[config.mk]
export PLATFORM = sky130hd
export DESIGN_NAME = spi_register_access_master_core
export DESIGN_NICKNAME = d
export VERILOG_FILES = /design/src/sv/spiram_pkg.sv /design/src/sv/spiram_front.sv /design/src/sv/spiram_queue.sv /design/src/sv/spiram_back.sv /design/src/sv/spi_register_access_master_core.sv
export SDC_FILE = /design/constraint.sdc
export NUM_CORES = 1
export LEC_CHECK = 0
export BUFFER_PORTS_ARGS = -buffer_cell sky130_fd_sc_hd__buf_2
export CORE_MARGIN = 1
export CORE_UTILIZATION = 40
export DETAILED_ROUTE_END_ITERATION = 10
export MAX_ROUTING_LAYER = met4
export PLACE_DENSITY = 0.54
export SYNTH_ARGS = -nofsm -noshare
export SYNTH_HDL_FRONTEND = slang
export SYNTH_SLANG_ARGS = --single-unit
[constraint.sdc]
create_clock -name clk -period 2.7 [get_ports clk]
set_clock_uncertainty 0.05 [all_clocks]
set_input_delay 0.27 -clock clk [delete_from_list [all_inputs] [get_ports clk]]
set_output_delay 0.27 -clock clk [all_outputs]
set_load 0.02 [all_outputs]
[src/sv/spiram_pkg.sv]
package spiram_pkg;

  // bits per serial byte and the width of the bit counter
  localparam int unsigned BYTE_BITS = 8;
  localparam int unsigned CNT_W     = 3;
  localparam logic [CNT_W-1:0] LAST_BIT = CNT_W'(BYTE_BITS - 1);

  // operation codes
  localparam logic [1:0] OP_SINGLE_READ  = 2'd0;
  localparam logic [1:0] OP_SINGLE_WRITE = 2'd1;
  localparam logic [1:0] OP_BURST_READ   = 2'd2;
  localparam logic [1:0] OP_BURST_WRITE  = 2'd3;

  // transfer phases
  typedef enum logic [1:0] {
    PH_IDLE = 2'd0,
    PH_ADDR = 2'd1,
    PH_DATA = 2'd2,
    PH_WAIT = 2'd3
  } phase_t;

  // one tick offered on the input channel
  typedef struct packed {
    logic       request_valid;
    logic [1:0] operation;
    logic [6:0] reg_address;
    logic [7:0] data_byte;
    logic       last_byte;
    logic       miso_level;
  } in_item_t;

  // pin levels and read data for one tick
  typedef struct packed {
    logic       chip_select_n;
    logic       serial_clock;
    logic       mosi_level;
    logic [7:0] read_byte;
    logic       read_valid;
    logic       ready_res;
  } out_item_t;

  // classified tick as held in the queue
  typedef struct packed {
    logic       req;
    logic       start;
    logic       is_write;
    logic       is_burst;
    logic [7:0] addr_byte;
    logic [7:0] data_byte;
    logic       last_byte;
    logic       miso_level;
  } qent_t;

endpackage

[src/sv/spiram_front.sv]
module spiram_front (
  input  spiram_pkg::in_item_t item_i,
  output spiram_pkg::qent_t    ent_o
);

  logic is_write;
  logic is_burst;

  // decode the operation code
  assign is_write = (item_i.operation == spiram_pkg::OP_SINGLE_WRITE) ||
                    (item_i.operation == spiram_pkg::OP_BURST_WRITE);
  assign is_burst = (item_i.operation == spiram_pkg::OP_BURST_READ) ||
                    (item_i.operation == spiram_pkg::OP_BURST_WRITE);

  // classify: a burst whose first byte is last never starts
  always_comb begin
    ent_o.req        = item_i.request_valid;
    ent_o.start      = item_i.request_valid && !(is_burst && item_i.last_byte);
    ent_o.is_write   = is_write;
    ent_o.is_burst   = is_burst;
    ent_o.addr_byte  = {is_write, item_i.reg_address};
    ent_o.data_byte  = item_i.data_byte;
    ent_o.last_byte  = item_i.last_byte;
    ent_o.miso_level = item_i.miso_level;
  end

endmodule

[src/sv/spiram_queue.sv]
module spiram_queue #(
  parameter int unsigned DEPTH = 4
) (
  input  logic              clk,
  input  logic              rst_n,
  input  logic              push,
  input  spiram_pkg::qent_t push_ent,
  output logic              full,
  input  logic              pop,
  output logic              not_empty,
  output spiram_pkg::qent_t head_ent
);

  localparam int unsigned AW = (DEPTH > 1) ? $clog2(DEPTH) : 1;
  localparam int unsigned CW = $clog2(DEPTH + 1);
  localparam logic [AW-1:0] LAST_SLOT = AW'(DEPTH - 1);
  localparam logic [CW-1:0] FULL_CNT  = CW'(DEPTH);

  spiram_pkg::qent_t slot_r [DEPTH];
  logic [AW-1:0] wr_ptr_r, wr_ptr_nxt;
  logic [AW-1:0] rd_ptr_r, rd_ptr_nxt;
  logic [CW-1:0] count_r, count_nxt;
  logic          do_push, do_pop;

  assign full      = (count_r == FULL_CNT);
  assign not_empty = (count_r != '0);
  assign do_push   = push && !full;
  assign do_pop    = pop && not_empty;
  assign head_ent  = slot_r[rd_ptr_r];

  // pointer wrap and fill count
  always_comb begin
    wr_ptr_nxt = wr_ptr_r;
    rd_ptr_nxt = rd_ptr_r;
    count_nxt  = count_r;
    if (do_push) begin
      wr_ptr_nxt = (wr_ptr_r == LAST_SLOT) ? '0 : wr_ptr_r + AW'(1);
    end
    if (do_pop) begin
      rd_ptr_nxt = (rd_ptr_r == LAST_SLOT) ? '0 : rd_ptr_r + AW'(1);
    end
    if (do_push && !do_pop) begin
      count_nxt = count_r + CW'(1);
    end else if (do_pop && !do_push) begin
      count_nxt = count_r - CW'(1);
    end
  end

  always_ff @(posedge clk) begin
    if (!rst_n) begin
      wr_ptr_r <= '0;
      rd_ptr_r <= '0;
      count_r  <= '0;
    end else begin
      wr_ptr_r <= wr_ptr_nxt;
      rd_ptr_r <= rd_ptr_nxt;
      count_r  <= count_nxt;
    end
  end

  // entry storage
  always_ff @(posedge clk) begin
    if (do_push) begin
      slot_r[wr_ptr_r] <= push_ent;
    end
  end

  // the fill count never runs past the depth
  assert property (@(posedge clk) disable iff (!rst_n) count_r <= FULL_CNT)
    else $error("queue count overflow");

endmodule

[src/sv/spiram_back.sv]
module spiram_back (
  input  logic                  clk,
  input  logic                  rst_n,
  input  logic                  ent_valid,
  input  spiram_pkg::qent_t     ent,
  output logic                  take,
  output logic                  out_valid,
  input  logic                  out_stall,
  output spiram_pkg::out_item_t out_data
);

  spiram_pkg::phase_t          phase_r, phase_nxt;
  logic [spiram_pkg::CNT_W-1:0] bit_cnt_r, bit_cnt_nxt;
  logic [7:0]                  shift_r, shift_nxt;
  logic [7:0]                  held_r, held_nxt;
  logic                        clk_high_r, clk_high_nxt;
  logic                        is_write_r, is_write_nxt;
  logic                        final_r, final_nxt;
  logic                        sel_r, sel_nxt;
  logic                        out_valid_r;
  spiram_pkg::out_item_t       out_data_r, res;
  logic                        reading;
  logic [7:0]                  shifted;

  // a tick is taken when the output register is free or being emptied
  assign take      = ent_valid && (!out_valid_r || !out_stall);
  assign out_valid = out_valid_r;
  assign out_data  = out_data_r;

  assign reading = (phase_r == spiram_pkg::PH_DATA) && !is_write_r;
  assign shifted = {shift_r[6:0], reading && ent.miso_level};

  // one tick of the serial engine
  always_comb begin
    phase_nxt    = phase_r;
    bit_cnt_nxt  = bit_cnt_r;
    shift_nxt    = shift_r;
    held_nxt     = held_r;
    clk_high_nxt = clk_high_r;
    is_write_nxt = is_write_r;
    final_nxt    = final_r;
    sel_nxt      = sel_r;

    res.chip_select_n = !sel_r;
    res.serial_clock  = 1'b0;
    res.mosi_level    = 1'b1;
    res.read_byte     = '0;
    res.read_valid    = 1'b0;
    res.ready_res     = 1'b0;

    unique case (phase_r)
      spiram_pkg::PH_IDLE: begin
        res.ready_res = 1'b1;
        if (ent.start) begin
          is_write_nxt = ent.is_write;
          final_nxt    = !ent.is_burst;
          held_nxt     = ent.data_byte;
          shift_nxt    = ent.addr_byte;
          bit_cnt_nxt  = '0;
          clk_high_nxt = 1'b0;
          sel_nxt      = 1'b1;
          phase_nxt    = spiram_pkg::PH_ADDR;
        end
      end
      spiram_pkg::PH_WAIT: begin
        res.ready_res = 1'b1;
        if (ent.req) begin
          shift_nxt    = is_write_r ? ent.data_byte : 8'h00;
          final_nxt    = ent.last_byte;
          bit_cnt_nxt  = '0;
          clk_high_nxt = 1'b0;
          phase_nxt    = spiram_pkg::PH_DATA;
        end
      end
      default: begin
        res.mosi_level = reading ? 1'b1 : shift_r[7];
        if (!clk_high_r) begin
          clk_high_nxt = 1'b1;
        end else begin
          res.serial_clock = 1'b1;
          clk_high_nxt     = 1'b0;
          shift_nxt        = shifted;
          if (bit_cnt_r == spiram_pkg::LAST_BIT) begin
            bit_cnt_nxt = '0;
            if (phase_r == spiram_pkg::PH_ADDR) begin
              phase_nxt = spiram_pkg::PH_DATA;
              shift_nxt = is_write_r ? held_r : 8'h00;
            end else begin
              if (reading) begin
                res.read_valid = 1'b1;
                res.read_byte  = shifted;
              end
              if (final_r) begin
                phase_nxt = spiram_pkg::PH_IDLE;
                sel_nxt   = 1'b0;
              end else begin
                phase_nxt = spiram_pkg::PH_WAIT;
              end
            end
          end else begin
            bit_cnt_nxt = bit_cnt_r + spiram_pkg::CNT_W'(1);
          end
        end
      end
    endcase
  end

  // engine state advances once per taken tick
  always_ff @(posedge clk) begin
    if (!rst_n) begin
      phase_r    <= spiram_pkg::PH_IDLE;
      bit_cnt_r  <= '0;
      shift_r    <= '0;
      held_r     <= '0;
      clk_high_r <= 1'b0;
      is_write_r <= 1'b0;
      final_r    <= 1'b0;
      sel_r      <= 1'b0;
    end else if (take) begin
      phase_r    <= phase_nxt;
      bit_cnt_r  <= bit_cnt_nxt;
      shift_r    <= shift_nxt;
      held_r     <= held_nxt;
      clk_high_r <= clk_high_nxt;
      is_write_r <= is_write_nxt;
      final_r    <= final_nxt;
      sel_r      <= sel_nxt;
    end
  end

  // output register
  always_ff @(posedge clk) begin
    if (!rst_n) begin
      out_valid_r <= 1'b0;
    end else if (take) begin
      out_valid_r <= 1'b1;
    end else if (!out_stall) begin
      out_valid_r <= 1'b0;
    end
  end

  always_ff @(posedge clk) begin
    if (take) begin
      out_data_r <= res;
    end
  end

  // a completed read byte comes with clock high and chip select low
  assert property (@(posedge clk) disable iff (!rst_n)
    (out_valid_r && out_data_r.read_valid) |->
      (out_data_r.serial_clock && !out_data_r.chip_select_n))
    else $error("read byte outside a selected clock-high tick");

  // chip select follows the phase: idle only when deselected
  assert property (@(posedge clk) disable iff (!rst_n)
    (phase_r == spiram_pkg::PH_IDLE) == !sel_r)
    else $error("chip select out of step with phase");

  // the address byte hands over to the data byte after its last bit
  assert property (@(posedge clk) disable iff (!rst_n)
    (take && phase_r == spiram_pkg::PH_ADDR && clk_high_r &&
     bit_cnt_r == spiram_pkg::LAST_BIT) |=> (phase_r == spiram_pkg::PH_DATA))
    else $error("address byte did not hand over to data");

endmodule

[src/sv/spi_register_access_master_core.sv]
// channel  | valid     | stall     | payload
// input    | in_valid  | in_stall  | in_data  (one tick: request and sampled miso)
// result   | out_valid | out_stall | out_data (pin levels, read byte, ready flag)
//
// one tick in and one result out per cycle, sustained, as long as out_stall is low
// a tick passes the classifier, a QUEUE_DEPTH-entry queue and the serial engine;
// its result appears in the cycle after the engine takes it from the queue head
// reset (synchronous, rst_n low) empties the queue and returns the engine to idle
// in_stall rises only when the queue is full; a stalled result holds in out_data
module spi_register_access_master_core #(
  parameter int unsigned QUEUE_DEPTH = 4
) (
  input  logic                  clk,
  input  logic                  rst_n,
  input  logic                  in_valid,
  output logic                  in_stall,
  input  spiram_pkg::in_item_t  in_data,
  output logic                  out_valid,
  input  logic                  out_stall,
  output spiram_pkg::out_item_t out_data
);

  spiram_pkg::qent_t cls_ent;
  spiram_pkg::qent_t head_ent;
  logic              q_full;
  logic              q_not_empty;
  logic              q_take;

  // front: classify the incoming tick
  spiram_front u_front (
    .item_i (in_data),
    .ent_o  (cls_ent)
  );

  // queue between front and engine
  spiram_queue #(
    .DEPTH (QUEUE_DEPTH)
  ) u_queue (
    .clk       (clk),
    .rst_n     (rst_n),
    .push      (in_valid),
    .push_ent  (cls_ent),
    .full      (q_full),
    .pop       (q_take),
    .not_empty (q_not_empty),
    .head_ent  (head_ent)
  );

  assign in_stall = q_full;

  // back: serial engine and output register
  spiram_back u_back (
    .clk       (clk),
    .rst_n     (rst_n),
    .ent_valid (q_not_empty),
    .ent       (head_ent),
    .take      (q_take),
    .out_valid (out_valid),
    .out_stall (out_stall),
    .out_data  (out_data)
  );

endmodule

==> results of run 1 <==
-- layer usage --
layer | global-route usage | routed length [µm] | up-vias | part of all wire
met5 | - | 0 | - | 0
met4 | 0.08544 | 204 | 0 | 0.020
met3 | 0.03544 | 348 | 17 | 0.034
met2 | 0.2522 | 4821 | 67 | 0.47
met1 | 0.2061 | 4992 | 1539 | 0.48
li1 | - | - | 1504 | -
-- worst reg2reg max path, stage by stage (launching register included) --
cell and delay (ps):
dfxtp_1 360, or3_1 410, nand2_1 190, ha_1 220, inv_1 60, fa_1 380, xor2_1 180, or3_1 300
a21oi_1 160
-- power groups by stage --
stage          logic [mW]  registers, mW  clock network [mW]
4_1_cts              2.25           2.83                2.39
3_3_place_gp         2.21           2.85                   0
3_5_place_dp         2.23           2.87                   0
5_1_grt              2.43           2.87                2.44
2_1_floorplan        1.62           2.89                   0
6_report             2.22           2.83                2.33
-- sequential cells by signal, indices dropped and copies added (netlist names), named ones only --
register	cells
u_back.bit_cnt_r	3
u_back.clk_high_r	1
u_back.final_r	1
u_back.held_r	8
u_back.is_write_r	1
u_back.out_data	13
u_back.out_valid	1
u_back.phase_r	2
u_back.sel_r	1
u_back.shift_r	8
u_queue.count_r	3
u_queue.rd_ptr_r	2
u_queue.slot_r	84
u_queue.wr_ptr_r	2
-- Yosys cell counts, types with 2 or more instances --
library cell,count
a21oi_1,15
a2bb2oi_1,7
a311oi_1,8
a31oi_1,9
a32oi_1,2
and2_1,15
and3_1,3
and4_1,7
buf_1,4
buf_2,7
buf_4,2
clkbuf_1,10
dfxtp_1,35
edfxtp_1,97
ha_1,12
inv_1,12
mux2i_1,18
mux4_2,20
nand2_1,23
nand3_1,3
nand4_1,4
nor2_1,16
nor2b_1,4
nor3_1,3
o21ai_0,2
o32ai_1,2
or3_1,4
xor2_1,2
-- logic make-up (layout without fill, tap and decap cells) --
family                     after synthesis  after routing  share of synthesized area
and+or+nand+nor                         88             88                    0.08642
muxes                                   38             38                     0.1152
xor gates and xnor gates                 2              2                   0.003201
adders and majority gates               13             13                    0.03109
DFF                                    132            132                     0.6603
AOI/OAI and AO/OA                       55             55                    0.07476
buffers and inverters                   36             95                    0.02903
-- final cells by class --
cell class                      instances  area, µm²
Tap cell                              176      220.2
Inverter                               12      45.04
Clock buffer                           22      484.2
Timing Repair Buffer                   51      290.3
Fill cell                            1180       6814
Multi-Input combinational cell        196       1700
Sequential cell                       132       3613
Clock inverter                         10      127.6
-- what timing repair did --
| action | CTS | global route |
|---|---|---|
| hold endpoints to repair | 3 | 0 |
| hold buffers | 1 | 0 |
| resized for setup | 0 | 0 |
| setup buffers | 0 | 0 |
-- worst min-delay path by stage --
stage | start | endpoint | slack, ps | cells after the start
floorplan | in_data[0] | u_queue.slot_r[0][0]$_DFFE_PP_ | 320 | 0
global placement | u_back.sel_r$_SDFFE_PN0P_ | u_back.out_data[12]$_DFFE_PP_ | 400 | 1
detailed placement | u_back.sel_r$_SDFFE_PN0P_ | u_back.out_data[12]$_DFFE_PP_ | 390 | 1
CTS | in_data[16] | u_queue.slot_r[0][16]$_DFFE_PP_ | 1 | 1
global route | in_data[16] | u_queue.slot_r[0][16]$_DFFE_PP_ | 20 | 1
finish | in_data[16] | u_queue.slot_r[0][16]$_DFFE_PP_ | 20 | 1
-- through the flow --
step / setup WS (ps) / hold WS [ps] / instances
final: 309.6 / 17.50 / 599
after global routing: 188.2 / 16.21 / 599
after CTS: 302.4 / 1.174 / 599
after detailed placement: 344.0 / 390.6 / 566
after global placement: 420.3 / 395.4 / 566
after floorplan: 427.0 / 318.9 / 364
==> impl_results.md, run 1 <==
- Outcome: complete, no violations
- GRT Util Overall: 0.1646
- DR WL/cell: approximately 17 µm
- Final wirelength: 10.37 mm
- Most frequent cells in the layout: edfxtp_1 (97), buf_2 (38), dfxtp_1 (35), nand2_1 (23), mux4_2 (20)
- Final Cycle Share: 0.8853
- Sequential power share: 0.383
- GRT overflow: 0
- Worst-path clk slew: 50 ps
- Antenna Diode Count: 0
- Vias/cell: 5.220
- R2R Path End: u_queue.count_r[2]$_SDFFE_PN0P_
- Worst path most repeated cell: or3_1
- Area grow syn2layout: 18.43%
- Top-area cell type share of the netlist area: 0.5322
- Critical setup path kind: flop to flop
- Synth Area per Inst: roughly 15 µm²
- CP endpoint kind: flop
- Final instance area: roughly 6500 µm²
- Worst R2R Setup Slack: 310 ps
- Overall power: roughly 7.4 mW
- Yosys reg bits: between 100 and 150
- FP Rows: 42
- VDD IR max: approximately 0.43 mV
- Starting Density: 0.4116
- FF-to-FF Start: u_queue.count_r[0]$_SDFFE_PN0P_
- Sequence of cells on the critical path: or3_1 > nand2_1 > ha_1 > inv_1 > fa_1 > xor2_1 > or3_1 > a21oi_1
- Sink Count: roughly 130
- CTS root buffer: clkbuf_16
- Hold crit path type: primary input to flop
- Final core occ: 0.4875
- Number of port buffers: 38
- Clock power share: 0.316
- Max Cap Viol: 0
- Syn nets: approximately 400
- Worst path top cell family by delay: simple AND/OR/NAND/NOR gates
- Power per cell area: roughly 1100 nW/µm²
- Post-synth EDFFs: 97
- Vias in the first global route: 3184
- Slew margin rel.: 0.5113
- Critical Path Stages: 8
- Clock tree buffer depth: 2
- Detail Route Antenna Nets: 0
- Core Box Area: roughly 13000 µm²
- Initial antenna violation count: 0
- Commonest non-fill, non-tap cell in the layout: edfxtp_1
- Internal power: around 5.1 mW
- Slew Limit Fails: 0
- Critical Path Max Stage Delay: between 400 and 500 ps
- Critical path required time: around 3000 ps
- HPWL Detailed: 6.693 mm
- Worst Max-Slew Pin Slew: between 700 and 800 ps
- Total number of yosys warnings: 0
- # IOs: 39
- Post-synthesis sequential area ratio: 0.6603
- Gate power share: 0.301
- Hold Fails Final Rpt: 0
- Worst skew pair latency: between 400 and 500 ps
- GP Congestion: 0.7705
- Pin count of the biggest net entering global routing: 22
- Nets: around 450
- Unique masters post-synth: between 40 and 50
- DP Area: approximately 5900 µm²
- Asr flop ratio synth: 0
- Main synth FF type: edfxtp_1
- CP max-delay cell: or3_1
- Synth top area cells: edfxtp_1 (53%), dfxtp_1 (13%), mux4_2 (8.2%)
- Total CTS buffers: 17
- Area leader, netlist: edfxtp_1
- Syn Std Cell Area: between 5000 and 6000 µm²
- Die area: roughly 14000 µm²
- Final setup vio count: 0
- TritonRoute pass-1 iters: 4
- Critical path origin: u_queue.count_r[0]$_SDFFE_PN0P_
- Via count: 3127
- Switching power: 2.294 mW
- P_leak: around 2.3 nW
- Arr. time, crit path: 2680 ps
- Net switching share of the total power: 0.3107
- H-tree depth: 4
- Startpoint types: flop
- Die width: about 120 µm
- Worst Path Max Fanout: 6
- Reg2reg path depth: 8
- CTS tree: built
- First-pass GRT wire length: roughly 17 mm
- Crit path buffers/inverters: 1
- DR DRC count: 0
- Post-Syn Instances: between 300 and 400
- Iter 0 DRT Violations: around 160
- Max Clk Rate: 418.3 MHz
- Share of layout cells above drive strength 1: 0.2506
- Final worst path period need: ~2400 ps
- Setup TNS: 0 ps
- Die height: 119.0 µm
- Critical Path End: u_queue.count_r[2]$_SDFFE_PN0P_
- RSZ-0062 raised after global routing: no
No activity file was read; power rests on OpenSTA's default activity.
==> run 2, diff against run 1 <==
--- a/config.mk
+++ b/config.mk
@@ -11,6 +11,7 @@
 export DETAILED_ROUTE_END_ITERATION = 10
 export MAX_ROUTING_LAYER = met4
 export PLACE_DENSITY = 0.54
+export REMOVE_ABC_BUFFERS = 1
 export SYNTH_ARGS = -nofsm -noshare
 export SYNTH_HDL_FRONTEND = slang
 export SYNTH_SLANG_ARGS = --single-unit
==> impl_results.md, run 2 (synthesized netlist as in run 1, its figures left out) <==
- Outcome: complete, no violations
- GRT Util Overall: 0.1715
- Die height: around 120 µm
- GRT overflow: 0
- Number of port buffers: 38
- CP endpoint kind: flop
- Area grow syn2layout: 20.12%
- Final worst setup slack: 350.7 ps
- Worst Max-Slew Pin Slew: 836.5 ps
- Setup bufs post-CTS: 0
- Final Cycle Share: 0.8701
- Arr. time, crit path: ~2600 ps
- Worst Hold End: u_queue.slot_r[3][2]$_DFFE_PP_
- DR DRC count: 0
- Iter 0 DRT Violations: 182
- FP Rows: 42
- Crit path buffers/inverters: 1
- Reg area: 3613 µm²
- Startpoint types: flop
- Final instance area: 6574 µm²
- Worst path top cell family by delay: simple AND/OR/NAND/NOR gates
- CP max-delay cell: or3_1
- Critical path required time: about 3000 ps
- Hold crit path type: primary input to flop
- Post-CTS sizing: 0
- Power per cell area: 1168 nW/µm²
- HPWL Detailed: ~7 mm
- CTS tree: built
- First-pass GRT wire length: approximately 17 mm
- Hold depth: 1
- Total CTS buffers: 17
- Final setup vio count: 0
- DR WL/cell: about 18 µm
- Die width: 119.0 µm
- TritonRoute pass-1 iters: 4
- Sink Count: approximately 130
- Initial antenna violation count: 0
- Worst skew pair latency: between 400 and 500 ps
- Worst R2R Setup Slack: around 350 ps
- Pin count of the biggest net entering global routing: 23
- CTS root buffer: clkbuf_16
- Vias/cell: 5.282
- CTS Hold Buffers Added: 3
- Commonest non-fill, non-tap cell in the layout: edfxtp_1
- Detail Route Antenna Nets: 0
- Clock tree buffer depth: 2
- Pre-CTS setup slack: ~340 ps
- Largest register by flop count: u_queue.slot_r
- Core Box Area: around 13000 µm²
- R2R Path End: u_queue.count_r[2]$_SDFFE_PN0P_
- Multi-input gate area: around 1700 µm²
- Vias in the first global route: 3251
- Max Clk Rate: roughly 430 MHz
- RSZ-0062 raised after global routing: no
- VDD IR max: 0.5169 mV
- Slew margin rel.: 0.4412
- Hold Fails Final Rpt: 0
- Final hold slack: approximately 19 ps
- Critical setup path kind: flop to flop
- Die area: 14150 µm²
- Largest register FFs: 84
- FF-to-FF Start: u_queue.count_r[0]$_SDFFE_PN0P_
- Worst path most repeated cell: or3_1
- Worst Path Max Fanout: 6
- Nets: 450
- DP Area: 5879 µm²
- GP Congestion: just under 0.8
- Worst-path clk slew: around 50 ps
- Sequence of cells on the critical path: or3_1 > nand2_1 > ha_1 > inv_1 > fa_1 > xor2_1 > or3_1 > a21oi_1
- Slew Limit Fails: 0
- Most frequent cells in the layout: edfxtp_1 (97), buf_2 (38), dfxtp_1 (35), nand2_1 (23), mux4_2 (20)
- # IOs: 39
- H-tree depth: 4
- Finished Layout Cells: roughly 600
- Final wirelength: about 11 mm
- Antenna Diode Count: 0
- Starting Density: 0.4116
- P_leak: 2.364 nW
- Via count: 3180
- Fill cell total of the finished layout: between 1000 and 1500
- Final worst path period need: roughly 2300 ps
- Placed cell count: 567
- Max Cap Viol: 0
- Reg2reg path depth: 8
- Setup TNS: 0 ps
- Hold path startpoint: in_data[2]
- Critical Path Max Stage Delay: approximately 410 ps
- Share of layout cells above drive strength 1: 0.2488
run 2: changes by cell type in the layout (fill, tap and decap cells not counted):
cell,previous run,this run
clkinvlp_4,1,2
clkinv_2,6,2
clkinv_4,0,3
buf_12,0,1
bufinv_16,3,6
clkbuf_8,4,0
dlygate4sd3_1,1,3
clkbuf_1,1,2
run 2: how the worst max path moves through the flow:
stage | from | slack [ps] | cells past startpoint | endpoint
6_report | u_queue.count_r[0]$_SDFFE_PN0P_ | 350 | 8 | u_queue.count_r[2]$_SDFFE_PN0P_
5_1_grt | u_queue.count_r[0]$_SDFFE_PN0P_ | 240 | 8 | u_queue.count_r[2]$_SDFFE_PN0P_
4_1_cts | u_queue.count_r[0]$_SDFFE_PN0P_ | 330 | 8 | u_queue.count_r[2]$_SDFFE_PN0P_
3_5_place_dp | u_queue.count_r[0]$_SDFFE_PN0P_ | 340 | 8 | u_queue.count_r[2]$_SDFFE_PN0P_
3_3_place_gp | u_queue.count_r[0]$_SDFFE_PN0P_ | 440 | 8 | u_queue.count_r[2]$_SDFFE_PN0P_
2_1_floorplan | flop | 3 | 4 | u_back.shift_r[6]$_SDFFE_PN0P_
run 2: per-stage QoR:
| stage | util | power (mW) |
|---|---|---|
| floorplan | - | 4.409 |
| detailed placement | 0.4422 | 5.142 |
| global placement | 0.4422 | 5.107 |
| global route | 0.4944 | 8.056 |
| finish | 0.4944 | 7.678 |
| CTS | 0.4944 | 7.750 |
run 2: area by class of cell:
cell class                      instances  share of cell area
Clock buffer                           19             0.06585
Multi-Input combinational cell        196              0.2587
Clock inverter                         13             0.03521
Timing Repair Buffer                   54             0.05025
Tap cell                              176             0.03350
Sequential cell                       132              0.5497
Inverter                               12            0.006852
run 2: per-layer routing:
metal,GRT usage,share of wire,wire (µm)
met4,0.08940,0.019,203
met3,0.03640,0.043,453
met1,0.2209,0.47,5030
met2,0.2558,0.46,4927
met5,-,0,0
run 2: power by group:
group,switching (mW),internal (mW),leakage [nW]
clock,0.832,1.73,0.317
sequential,0.237,2.61,1.18
combinational,1.30,0.972,0.865
==> run 3, diff against run 2 <==
--- a/config.mk
+++ b/config.mk
@@ -10,7 +10,6 @@
 export CORE_UTILIZATION = 40
 export DETAILED_ROUTE_END_ITERATION = 10
 export MAX_ROUTING_LAYER = met4
-export PLACE_DENSITY = 0.54
 export REMOVE_ABC_BUFFERS = 1
 export SYNTH_ARGS = -nofsm -noshare
 export SYNTH_HDL_FRONTEND = slang
==> impl_results.md, run 3 (synthesized netlist as in run 1, its figures left out) <==
- Outcome: complete, no violations
- Clock tree buffer depth: 2
- # IOs: 39
- Commonest non-fill, non-tap cell in the layout: edfxtp_1
- Vias in the first global route: approximately 3100
- Vias/cell: between 5 and 6
- Starting Density: 0.4116
- Die height: around 120 µm
- Crit path buffers/inverters: 1
- Placed cell count: around 570
- Critical Path Max Stage Delay: ~400 ps
- Sequence of cells on the critical path: or3_1 > nand2_1 > ha_1 > inv_1 > fa_1 > xor2_1 > or3_1 > a21oi_1
- Finished Layout Cells: ~600
- CTS tree: built
- Arr. time, crit path: roughly 2600 ps
- Die width: approximately 120 µm
- Share of layout cells above drive strength 1: 0.2494
- Antenna Diode Count: 0
- Setup bufs post-CTS: 0
- GP Congestion: between 0.8 and 0.9
- Worst Path Max Fanout: 6
- Max Cap Viol: 0
- Final Cycle Share: 0.8658
- Worst-path clk slew: around 60 ps
- Final wirelength: a little over 10 mm
- Largest register by flop count: u_queue.slot_r
- Detail Route Antenna Nets: 0
- Total CTS buffers: 17
- TritonRoute pass-1 iters: 5
- CTS Hold Buffers Added: 0
- Critical path required time: 2990 ps
- P_leak: 2.331 nW
- Hold crit path type: primary input to flop
- Via count: between 3000 and 4000
- FP Rows: 42
- Worst Max-Slew Pin Slew: around 680 ps
- Power per cell area: 1157 nW/µm²
- Iter 0 DRT Violations: just over 200
- CP max-delay cell: or3_1
- Initial antenna violation count: 0
- Final setup vio count: 0
- HPWL Detailed: between 6 and 7 mm
- Hold Fails Final Rpt: 0
- Max Clk Rate: roughly 430 MHz
- Critical setup path kind: flop to flop
- Final worst path period need: 2338 ps
- Largest register FFs: 84
- First-pass GRT wire length: 16.74 mm
- Post-CTS sizing: 0
- Slew margin rel.: 0.5468
- Worst path top cell family by delay: simple AND/OR/NAND/NOR gates
- Sink Count: roughly 130
- GRT Util Overall: 0.1628
- Nets: 445
- Startpoint types: flop
- Slew Limit Fails: 0
- Pin count of the biggest net entering global routing: 22
- H-tree depth: 4
- Area grow syn2layout: 18.77%
- CP endpoint kind: flop
- DR WL/cell: 16.98 µm
- RSZ-0062 raised after global routing: no
- Worst path most repeated cell: or3_1
- GRT overflow: 0
- Die area: approximately 14000 µm²
- Most frequent cells in the layout: edfxtp_1 (97), buf_2 (38), dfxtp_1 (35), nand2_1 (23), mux4_2 (20)
- VDD IR max: around 0.40 mV
- Number of port buffers: 38
- Setup TNS: 0 ps
- Worst skew pair latency: 420 ps
- CTS root buffer: clkbuf_16
- DR DRC count: 0
- Core Box Area: ~13000 µm²
==> run 3: cell types whose count changed in the layout (fill, tap and decap cells not counted) <==
cell | before | now
clkinvlp_4 | 2 | 3
clkinv_2 | 2 | 3
bufinv_16 | 6 | 5
buf_4 | 12 | 11
clkinv_4 | 3 | 2
buf_12 | 1 | 0
clkbuf_1 | 2 | 0
dlygate4sd3_1 | 3 | 0
clkbuf_8 | 0 | 1
clkinv_1 | 0 | 1
==> run 3: per-stage QoR <==
step | hold WS (ps) | setup WS [ps] | cell area, µm² | util | total power, mW
2_1_floorplan | 318.9 | 3.299 | 5359 | - | 4.409
3_3_place_gp | 394.3 | 435.1 | 5852 | 0.4401 | 5.016
3_5_place_dp | 388.7 | 364.1 | 5852 | 0.4401 | 5.066
4_1_cts | 3.857 | 349.2 | 6500 | 0.4889 | 7.579
5_1_grt | 13.92 | 269.7 | 6500 | 0.4889 | 7.906
6_report | 19.54 | 362.5 | 6500 | 0.4889 | 7.520
==> run 3: area by class of cell <==
cell class	instances	area, µm²
clock buffer	18	439.2
clock inverter	14	209.0
fill	1136	6795
inverter	12	45.04
multi-input combinational	196	1700
sequential	132	3613
tap	176	220.2
timing repair buffer	49	272.8
==> run 3: final timing paths <==
kind                                   startpoint                               to  slack [ps]  cells past startpoint
hold reg to reg         u_back.sel_r$_SDFFE_PN0P_    u_back.out_data[12]$_DFFE_PP_         410                      1
setup reg to reg  u_queue.count_r[0]$_SDFFE_PN0P_  u_queue.count_r[2]$_SDFFE_PN0P_         360                      8
hold / removal                         in_data[6]   u_queue.slot_r[3][6]$_DFFE_PP_          20                      1
setup / recovery  u_queue.count_r[0]$_SDFFE_PN0P_  u_queue.count_r[2]$_SDFFE_PN0P_         360                      8
==> run 3: worst register-to-register path: stages, from the launching register on <==
cell and delay (ps):
dfxtp_1 360, or3_1 410, nand2_1 180, ha_1 210
inv_1 60, fa_1 370, xor2_1 180, or3_1 300
a21oi_1 140
==> run 3: layer usage <==
metal  GRT usage  up-vias  share of wire
met5           -        -              0
met4     0.07516        0          0.018
met3     0.04406       16          0.043
met2      0.2325       77           0.46
met1      0.2168     1554           0.48
li1            -     1497              -
==> run 3: power breakdown <==
part	total [mW]	internal, mW	switching [mW]
logic	2.20	0.932	1.27
registers	2.82	2.61	0.211
clock network	2.50	1.65	0.846
total	7.52	5.19	2.33
